==> src/design/assert_macros.svh <==
// ---------------------------------------------------------------------------
// assertion macros
// concurrent checks that vanish under synthesis
// ---------------------------------------------------------------------------
`ifndef ASSERT_MACROS_SVH
`define ASSERT_MACROS_SVH

`ifndef SYNTHESIS

// condition implies consequence in the same cycle
`define ASSERT_IMPLIES(label, clk, rst, ante, cons) \
  label: assert property (@(posedge clk) disable iff (rst) (ante) |-> (cons)) \
    else $error("implication check failed");

// condition implies consequence in the next cycle
`define ASSERT_NEXT(label, clk, rst, ante, cons) \
  label: assert property (@(posedge clk) disable iff (rst) (ante) |=> (cons)) \
    else $error("next-cycle check failed");

`else

`define ASSERT_IMPLIES(label, clk, rst, ante, cons)
`define ASSERT_NEXT(label, clk, rst, ante, cons)

`endif

`endif

==> src/design/rcp_pkg.sv <==
// ---------------------------------------------------------------------------
// rcp_pkg
// shared widths, codes and types of the radius pair weight sums block
// ---------------------------------------------------------------------------
package rcp_pkg;

  localparam int MAX_POINTS = 4096;
  localparam int PT_W       = $clog2(MAX_POINTS);

  localparam int IDX_W  = 13;
  localparam int DIST_W = 24;
  localparam int WT_W   = 24;
  localparam int WSUM_W = 48;
  localparam int SQ_W   = 63;
  localparam int DEG_W  = 40;
  localparam int WSQ_W  = 2 * WT_W;

  localparam logic [IDX_W-1:0] POINT_COUNT_RESET = IDX_W'(4096);

  typedef enum logic [1:0] {
    FUNC_PAIR    = 2'd0,
    FUNC_CHECK   = 2'd1,
    FUNC_MARK    = 2'd2,
    FUNC_RESTART = 2'd3
  } func_t;

  typedef enum logic [1:0] {
    STATUS_SUMS      = 2'd0,
    STATUS_BAD_INDEX = 2'd1,
    STATUS_ORDER     = 2'd2
  } status_t;

  typedef struct packed {
    logic [WSUM_W-1:0] weight_sum;
    logic [SQ_W-1:0]   square_sum;
    logic [SQ_W-1:0]   degree_square_sum;
    logic [WSUM_W-1:0] marked_sum;
  } sums_t;

  typedef struct packed {
    status_t           status;
    logic [WSUM_W-1:0] weight_sum;
    logic [SQ_W-1:0]   square_sum;
    logic [SQ_W-1:0]   degree_excess;
    logic [WSUM_W-1:0] marked_sum;
  } result_t;

  typedef struct packed {
    logic clear;
    logic start;
  } acc_ctrl_t;

  typedef struct packed {
    logic             en;
    logic [PT_W-1:0]  addr;
    logic [DEG_W-1:0] data;
  } deg_wr_t;

endpackage

==> src/design/rcp_accum.sv <==
// ---------------------------------------------------------------------------
// rcp_accum
// saturating sums and the stepped squared-degree increment
// ---------------------------------------------------------------------------
`include "assert_macros.svh"

module rcp_accum (
  input  logic                       clk,
  input  logic                       rst,
  input  rcp_pkg::acc_ctrl_t         ctrl,
  input  logic [rcp_pkg::DEG_W-1:0]  old_deg,
  input  logic [rcp_pkg::WT_W-1:0]   weight,
  input  logic                       both_marked,
  output logic [rcp_pkg::DEG_W-1:0]  new_deg,
  output rcp_pkg::sums_t             sums,
  output logic                       busy
);
  import rcp_pkg::*;

  localparam int S_W    = DEG_W + 1;
  localparam int S_LO_W = 21;
  localparam int S_HI_W = S_W - S_LO_W;
  localparam int PLO_W  = WT_W + S_LO_W;
  localparam int PHI_W  = WT_W + S_HI_W;
  localparam int FULL_W = PHI_W + S_LO_W + 1;
  localparam logic [SQ_W-1:0] SQ_MAX = '1;

  typedef enum logic [5:0] {
    A_IDLE = 6'b000001,
    A_DIFF = 6'b000010,
    A_MLO  = 6'b000100,
    A_MHI  = 6'b001000,
    A_INC  = 6'b010000,
    A_ADD  = 6'b100000
  } acc_state_t;

  acc_state_t        state;
  logic [WSUM_W-1:0] weight_acc;
  logic [SQ_W-1:0]   square_acc;
  logic [SQ_W-1:0]   dsq_acc;
  logic [WSUM_W-1:0] marked_acc;
  logic [DEG_W-1:0]  nd_r;
  logic [DEG_W-1:0]  old_r;
  logic [WSQ_W-1:0]  wsq_r;
  logic [WT_W-1:0]   dlt_r;
  logic [S_W-1:0]    s_r;
  logic [PLO_W-1:0]  plo_r;
  logic [PHI_W-1:0]  phi_r;
  logic [SQ_W-1:0]   inc_r;

  logic [DEG_W:0]    deg_sum;
  logic [WSUM_W:0]   wsum_next;
  logic [WSUM_W:0]   msum_next;
  logic [SQ_W:0]     sq_next;
  logic [SQ_W:0]     dsq_next;
  logic [FULL_W-1:0] full;

  always_comb begin
    deg_sum   = {1'b0, old_deg} + (DEG_W + 1)'(weight);
    new_deg   = deg_sum[DEG_W] ? '1 : deg_sum[DEG_W-1:0];
    wsum_next = {1'b0, weight_acc} + (WSUM_W + 1)'(weight);
    msum_next = {1'b0, marked_acc} + (WSUM_W + 1)'(weight);
    sq_next   = {1'b0, square_acc} + (SQ_W + 1)'(wsq_r);
    dsq_next  = {1'b0, dsq_acc} + {1'b0, inc_r};
    full      = (FULL_W'(phi_r) << S_LO_W) + FULL_W'(plo_r);
  end

  assign busy = (state != A_IDLE);
  assign sums = '{weight_sum:        weight_acc,
                  square_sum:        square_acc,
                  degree_square_sum: dsq_acc,
                  marked_sum:        marked_acc};

  always_ff @(posedge clk) begin
    if (rst) begin
      state      <= A_IDLE;
      weight_acc <= '0;
      square_acc <= '0;
      dsq_acc    <= '0;
      marked_acc <= '0;
    end else begin
      case (state)
        A_IDLE: begin
          if (ctrl.clear) begin
            weight_acc <= '0;
            square_acc <= '0;
            dsq_acc    <= '0;
            marked_acc <= '0;
          end else if (ctrl.start) begin
            nd_r       <= new_deg;
            old_r      <= old_deg;
            wsq_r      <= weight * weight;
            weight_acc <= wsum_next[WSUM_W] ? '1 : wsum_next[WSUM_W-1:0];
            if (both_marked) begin
              marked_acc <= msum_next[WSUM_W] ? '1 : msum_next[WSUM_W-1:0];
            end
            state <= A_DIFF;
          end
        end
        A_DIFF: begin
          dlt_r      <= WT_W'(nd_r - old_r);
          s_r        <= {1'b0, nd_r} + {1'b0, old_r};
          square_acc <= sq_next[SQ_W] ? '1 : sq_next[SQ_W-1:0];
          state      <= A_MLO;
        end
        A_MLO: begin
          plo_r <= PLO_W'(dlt_r) * PLO_W'(s_r[S_LO_W-1:0]);
          state <= A_MHI;
        end
        A_MHI: begin
          phi_r <= PHI_W'(dlt_r) * PHI_W'(s_r[S_W-1:S_LO_W]);
          state <= A_INC;
        end
        A_INC: begin
          inc_r <= (full[FULL_W-1:SQ_W] != '0) ? SQ_MAX : full[SQ_W-1:0];
          state <= A_ADD;
        end
        A_ADD: begin
          dsq_acc <= dsq_next[SQ_W] ? '1 : dsq_next[SQ_W-1:0];
          state   <= A_IDLE;
        end
        default: begin
          state <= A_IDLE;
        end
      endcase
    end
  end

  `ASSERT_IMPLIES(a_start_when_idle, clk, rst, ctrl.start, state == A_IDLE)
  `ASSERT_NEXT(a_wsum_grows, clk, rst, !ctrl.clear, weight_acc >= $past(weight_acc))
  `ASSERT_NEXT(a_dsq_grows, clk, rst, !ctrl.clear, dsq_acc >= $past(dsq_acc))
endmodule

==> config.mk <==
export PLATFORM = sky130hd
export DESIGN_NAME = rcp_accum
export DESIGN_NICKNAME = d
export VERILOG_FILES = /design/src/design/rcp_pkg.sv /design/src/design/rcp_accum.sv
export VERILOG_INCLUDE_DIRS = /design/src /design/src/design
export SDC_FILE = /design/constraint.sdc
export NUM_CORES = 2
export LEC_CHECK = 0
export ABC_AREA = 1
export CAP_MARGIN = 10
export CORE_ASPECT_RATIO = 0.6
export CORE_UTILIZATION = 55
export DETAILED_ROUTE_END_ITERATION = 10
export DONT_BUFFER_PORTS = 1
export PLACE_DENSITY_LB_ADDON = 0.08
export SYNTH_ARGS = -nofsm -noshare
export SYNTH_HDL_FRONTEND = slang
export SYNTH_SLANG_ARGS = --single-unit
==> constraint.sdc <==
create_clock -name clk -period 5.92 [get_ports clk]
set_input_delay 0 -clock clk [delete_from_list [all_inputs] [get_ports clk]]
set_output_delay 0 -clock clk [all_outputs]
set_load 0.005 [all_outputs]
# Word level (Yosys, flattened, before mapping)
# Index checks and enable logic that the tools add are counted.
dict set report word_totals {
  reg_bits 573
  input_bits 69
  word_cells 67
}
dict set report classes {
  n_addsub 8
  n_mul 3
  n_eq_ne 10
  n_mux 16
  bitwise_logic 2
  reduce_logical 15
}
# cell count
set op_table {}
lappend op_table {{two-way mux 48 bit} 7}
lappend op_table {{one-hot mux 63 bit (2 select lines)} 2}
lappend op_table {{two-way mux 63 bit} 3}
lappend op_table {{adder 48 x 24 -> 49 bit} 2}
lappend op_table {{adder 65 x 45 -> 66 bit} 1}
lappend op_table {{adder 63 x 48 -> 64 bit} 1}
lappend op_table {{adder 63 x 63 -> 64 bit} 1}
lappend op_table {{multiplier 24 x 24 -> 48 bit} 1}
lappend op_table {{multiplier 24 x 21 -> 45 bit} 1}
lappend op_table {{multiplier 24 x 20 -> 44 bit} 1}
lappend op_table {{adder 40 x 24 -> 41 bit} 1}
lappend op_table {{adder 40 x 40 -> 41 bit} 1}
lappend op_table {{two-way mux 40 bit} 1}
lappend op_table {{one-hot mux 6 bit (5 select lines)} 1}
lappend op_table {{subtractor 24 bit} 1}
lappend op_table {{AND reduction 2 bit} 8}
lappend op_table {{two-way mux 6 bit} 2}
lappend op_table {{nonzero test 2 bit} 4}
lappend op_table {{== test 6 x 1 -> 1 bit, second input constant} 1}
lappend op_table {{== test 6 x 2 -> 1 bit, second input constant} 1}
lappend op_table {{== test 6 x 3 -> 1 bit, second input constant} 1}
lappend op_table {{== test 6 x 4 -> 1 bit, second input constant} 1}
lappend op_table {{== test 6 x 5 -> 1 bit, second input constant} 1}
lappend op_table {{== test 6 bit, second input constant} 1}
lappend op_table {{other kinds (6)} 9}

# Logic depth before layout (Yosys ltp)
dict set report logic_depth {
  ltp_word 5
  ltp_mapped 31
}

# Worst setup path before layout
# Ideal clock, no wire load.
dict set report synth_path {
  path_kind {register -> register}
  start {register dlt_r[18]}
  end {register phi_r[35], data pin}
  arrival_time_ns 5.913
  path_slack_ns -0.245
  stages_incl_launch_ff 26
  path_buffers 2
  synth_period_minus_slack_ns 6.165
  path_cell_list {edfxtp_1 clkbuf_1 clkbuf_1 nand2_1 fa_1 inv_1 fa_1 inv_1 fa_1 inv_1 fa_1 fa_1 fa_1 inv_1 fa_1 inv_1 ha_1 nand2_1 nor2_1 inv_1 nor3_1 nand3_1 o211ai_1 nand3_1 nand3_1 nand2_1}
}
dict set report synth_between {
  elab_chain_cells 1
}
# element line_no
set synth_lines {}
lappend synth_lines {{start, declared} rcp_accum.sv:45} ;# logic [WT_W-1:0] dlt_r;
lappend synth_lines {{start signal, assigned} rcp_accum.sv:101} ;# dlt_r <= WT_W'(nd_r - old_r);
lappend synth_lines {{multiplier 24 x 20 -> 44 bit} rcp_accum.sv:111} ;# phi_r <= PHI_W'(dlt_r) * PHI_W'(s_r[S_W-1:S_LO_W]);
lappend synth_lines {{end signal, assigned} rcp_accum.sv:111}
lappend synth_lines {{end, declared} rcp_accum.sv:48} ;# logic [PHI_W-1:0] phi_r;
# No other way between the ends.
# A chain may end at the register's enable or synchronous reset.

# Worst setup path in the final report
dict set report layout_path {
  start {register dlt_r[14]}
  end {register phi_r[35], data pin}
}
# The elaborated chain is that of the path after synthesis.

==> impl_metrics.py <==
metrics = {
    "routing": {
        "routed_wirelength_microns": 351000,
        "post-route-drc-count": 0,
        "vias": 87262,
        "post_detailed_route_count_of_antenna_violating_nets": 0,
        "detail_route.vias_per_cell": 5.57,
        "drt-pass1-iter-count": 8,
        "detail_route.wl_per_cell_microns": 22.4,
        "drt_iter0_markers": 10745,
    },
    "timing": {
        "final_min_period_over_clock_period_pct": 110,
        "setup_viol": 62,
        "timing.max_slew.rel_slack_pct": 5.48,
        "finalHoldViolations": 0,
        "post-route-worst-setup-slack_ns": -0.581,
        "minimum_clock_period_ns": 6.50,
        "rsz0062_at_grt": "yes",
        "setup-tns-final_ns": -22.37,
        "timing.fmax_mhz": 154,
        "max_slew.worst_pin.slew_ns": 1.40,
        "final_slew_violations": 0,
        "final.setup_skew_ns": 0.0527,
    },
    "placement": {
        "hpwl_after_detailed_placement_microns": 282000,
        "numPortBuffers": 0,
        "final_weighted_congestion_in_routability_driven_placement": 1.04,
    },
    "outcome": {
        "status": "finished, violations left",
        "failed_checks": "setup timing",
    },
    "worst_setup_path": {
        "cp_num_buf_inv": 10,
        "worstPathMaxFanout": 6,
        "timing.critical_path.slowest_cell_delay_ns": 0.61,
        "cpMaxStageDelayCell": "sky130_fd_sc_hd__fa_2",
        "cp_data_arrival_time_ns": 6.95,
        "path_delay_family": "adder cells",
        "timing.critical_path.mode_cell": "sky130_fd_sc_hd__fa_1",
        "crit_type": "flip-flop to flip-flop",
        "crit_path_end_kind": "flip-flop",
        "crit_path_start_kind": "flip-flop",
        "crit_required_ns": 6.37,
    },
    "layout": {
        "multi_input_comb_area_sq_um": 66700,
        "area.growth.synth_to_final_pct": 16.1,
        "sequential_cell_area_sq_um": 14900,
        "layout_cell_share_with_drive_strength_beyond_1_pct": 11.4,
        "num-nets-final": 15406,
        "post-route-util_pct": 64.3,
        "final.fill_count": 14825,
    },
    "clock_network": {
        "htreeDepth": 3,
        "tritoncts_num_sinks": 571,
        "clk_buf_depth": 3,
        "numCtsBuffers": 68,
        "worstSkewPairLatency_ns": 0.74,
        "cts_tree": "yes",
        "cts_root_buf": "sky130_fd_sc_hd__clkbuf_16",
        "clock_pin_slew_reported_for_the_worst_setup_and_hold_paths_after_clock_tree_synthesis_ns": 0.07,
    },
    "global_routing": {
        "grt_max_degree": 127,
        "overflow": 0,
        "grt_first_pass_wirelength_microns": 522000,
        "antenna_found_initial": 19,
        "track_usage_pct": 41.3,
        "grt_pass1_vias": 83319,
    },
    "floorplan": {
        "fp.dieW_microns": 531,
        "placementRows": 116,
        "die_height_microns": 319,
        "die_ar_sq_um": 170000,
        "core_area_sq_um": 167000,
        "pin_count": 332,
        "initial_utilization_pct": 55.4,
    },
    "synth": {
        "synth.net_count": 14771,
        "postSynthAreaPerCell_sq_um": 7.26,
        "ys_dominant_reg_cell": "sky130_fd_sc_hd__edfxtp_1",
        "synthesis.yosys.warnings": 0,
        "synth.cell_area_sq_um": 92300,
        "synth.area.top_cells": "sky130_fd_sc_hd__fa_1, sky130_fd_sc_hd__nand2_1, sky130_fd_sc_hd__inv_1",
        "flop_and_latch_count_out_of_synthesis": 571,
        "synth.top_cell.area_share_pct": 26.8,
        "synth.yosys.seq_area_share_pct": 16.1,
        "synthDominantAreaCellType": "sky130_fd_sc_hd__fa_1",
        "synth_cells": 12711,
        "synth.lib_cells_used.distinct": 53,
        "synthArstFlopShare_pct": 0,
        "synth_edf_count": 343,
    },
    "min_path": {
        "holdCritPathClass": "primary input to flip-flop",
    },
    "run": {
        "cap_violations": 0,
    },
}
-- path summary, 6_finish.rpt --
check        cells after the start       start         to  slack (ns)
min                              1  old_deg[7]   old_r[7]        0.03
max reg2reg                     26   dlt_r[14]  phi_r[35]       -0.58
max                             26   dlt_r[14]  phi_r[35]       -0.58
min reg2reg                      2   plo_r[18]  inc_r[18]        0.50
-- layout make-up --
class / count / share of cell area [%]
multi-input combinational: 8577 / 62.2
sequential: 571 / 13.9
inverter: 3210 / 11.2
timing repair buffer: 918 / 7.90
tap: 2242 / 2.62
clock buffer: 83 / 1.70
clock inverter: 43 / 0.470
antenna: 15 / 0.0350
-- layout by cell type, fill, tap and decap left out, types with 42 or more instances in the layout --
cell,instances
sky130_fd_sc_hd__a21o_1,42
sky130_fd_sc_hd__a21oi_1,520
sky130_fd_sc_hd__buf_12,73
sky130_fd_sc_hd__buf_4,670
sky130_fd_sc_hd__buf_6,70
sky130_fd_sc_hd__clkbuf_16,72
sky130_fd_sc_hd__dfxtp_1,228
sky130_fd_sc_hd__dlygate4sd3_1,95
sky130_fd_sc_hd__edfxtp_1,343
sky130_fd_sc_hd__fa_1,1195
sky130_fd_sc_hd__ha_1,705
sky130_fd_sc_hd__ha_4,48
sky130_fd_sc_hd__inv_1,3086
sky130_fd_sc_hd__inv_2,122
sky130_fd_sc_hd__nand2_1,3482
sky130_fd_sc_hd__nand2_2,61
sky130_fd_sc_hd__nand3_1,457
sky130_fd_sc_hd__nand4_1,60
sky130_fd_sc_hd__nor2_1,662
sky130_fd_sc_hd__nor2_4,51
sky130_fd_sc_hd__nor3_1,90
sky130_fd_sc_hd__o21ai_0,313
sky130_fd_sc_hd__xnor2_1,75
sky130_fd_sc_hd__xor2_1,272
-- cell families after synthesis --
group | share of synthesized area (%)
xor+xnor | 3.46
buf+inv | 14.6
simple gates | 22.0
flops | 16.1
compound gates | 6.81
fa+ha+maj | 37.0
-- cells in the mapped netlist (6+ instances only) --
master / number
sky130_fd_sc_hd__or2_2: 16
sky130_fd_sc_hd__a21oi_1: 584
sky130_fd_sc_hd__nor2_1: 731
sky130_fd_sc_hd__and2_1: 8
sky130_fd_sc_hd__xor2_1: 280
sky130_fd_sc_hd__a21boi_0: 16
sky130_fd_sc_hd__nand4_1: 60
sky130_fd_sc_hd__nor3_1: 98
sky130_fd_sc_hd__nand2_2: 11
sky130_fd_sc_hd__inv_1: 3206
sky130_fd_sc_hd__ha_1: 755
sky130_fd_sc_hd__a211oi_1: 6
sky130_fd_sc_hd__clkbuf_1: 316
sky130_fd_sc_hd__a31oi_1: 48
sky130_fd_sc_hd__o221ai_1: 8
sky130_fd_sc_hd__o21bai_1: 40
sky130_fd_sc_hd__o31ai_1: 9
sky130_fd_sc_hd__and3_1: 9
sky130_fd_sc_hd__o211ai_1: 9
sky130_fd_sc_hd__xnor2_1: 83
sky130_fd_sc_hd__o21ai_1: 15
sky130_fd_sc_hd__a21o_1: 42
sky130_fd_sc_hd__nand3_1: 474
sky130_fd_sc_hd__fa_1: 1236
sky130_fd_sc_hd__o21ai_0: 358
sky130_fd_sc_hd__o21a_1: 11
sky130_fd_sc_hd__nor4_1: 45
sky130_fd_sc_hd__nand3b_1: 18
sky130_fd_sc_hd__dfxtp_1: 228
sky130_fd_sc_hd__buf_2: 20
sky130_fd_sc_hd__edfxtp_1: 343
sky130_fd_sc_hd__buf_6: 9
sky130_fd_sc_hd__nand2_1: 3572
-- routing by layer --
metal,global-route usage (%),wire (microns)
met5,0.681,215
met4,7.53,7360
met3,20.6,64400
met2,49.4,123000
met1,64.5,157000
-- flip-flops by register name, summed over array words and instances, names as in the netlist --
register	count
dlt_r	24
dsq_acc	63
inc_r	63
marked_acc	48
nd_r	40
old_r	40
phi_r	44
plo_r	45
s_r	40
square_acc	63
state	6
weight_acc	48
wsq_r	47
-- metrics by stage --
stage,hold slack (ns),cell area [sq um],worst slack (ns),std cells
final,0.0318,107000,-0.581,15659
after global routing,0.00837,107000,-0.697,15647
after CTS,0.0000864,106000,-0.408,15608
after detailed placement,0.0986,100000,-0.623,15343
after global placement,0.0935,100000,-0.585,15343
after floorplan,0.0989,92400,-0.0267,12711
-- what timing repair did --
action / in CTS / in global routing
hold buffers: 96 / 0
gates resized for setup: 465 / 326
setup endpoints to repair: 63 / 77
hold endpoints to repair: 488 / 0
cloned: 4 / 3
buffers inserted: 41 / 37
pin swaps: 145 / 191
Power is left out: the tool's default activity adds up to more than one toggle a clock period on the data nets, which glitch-free logic cannot reach.
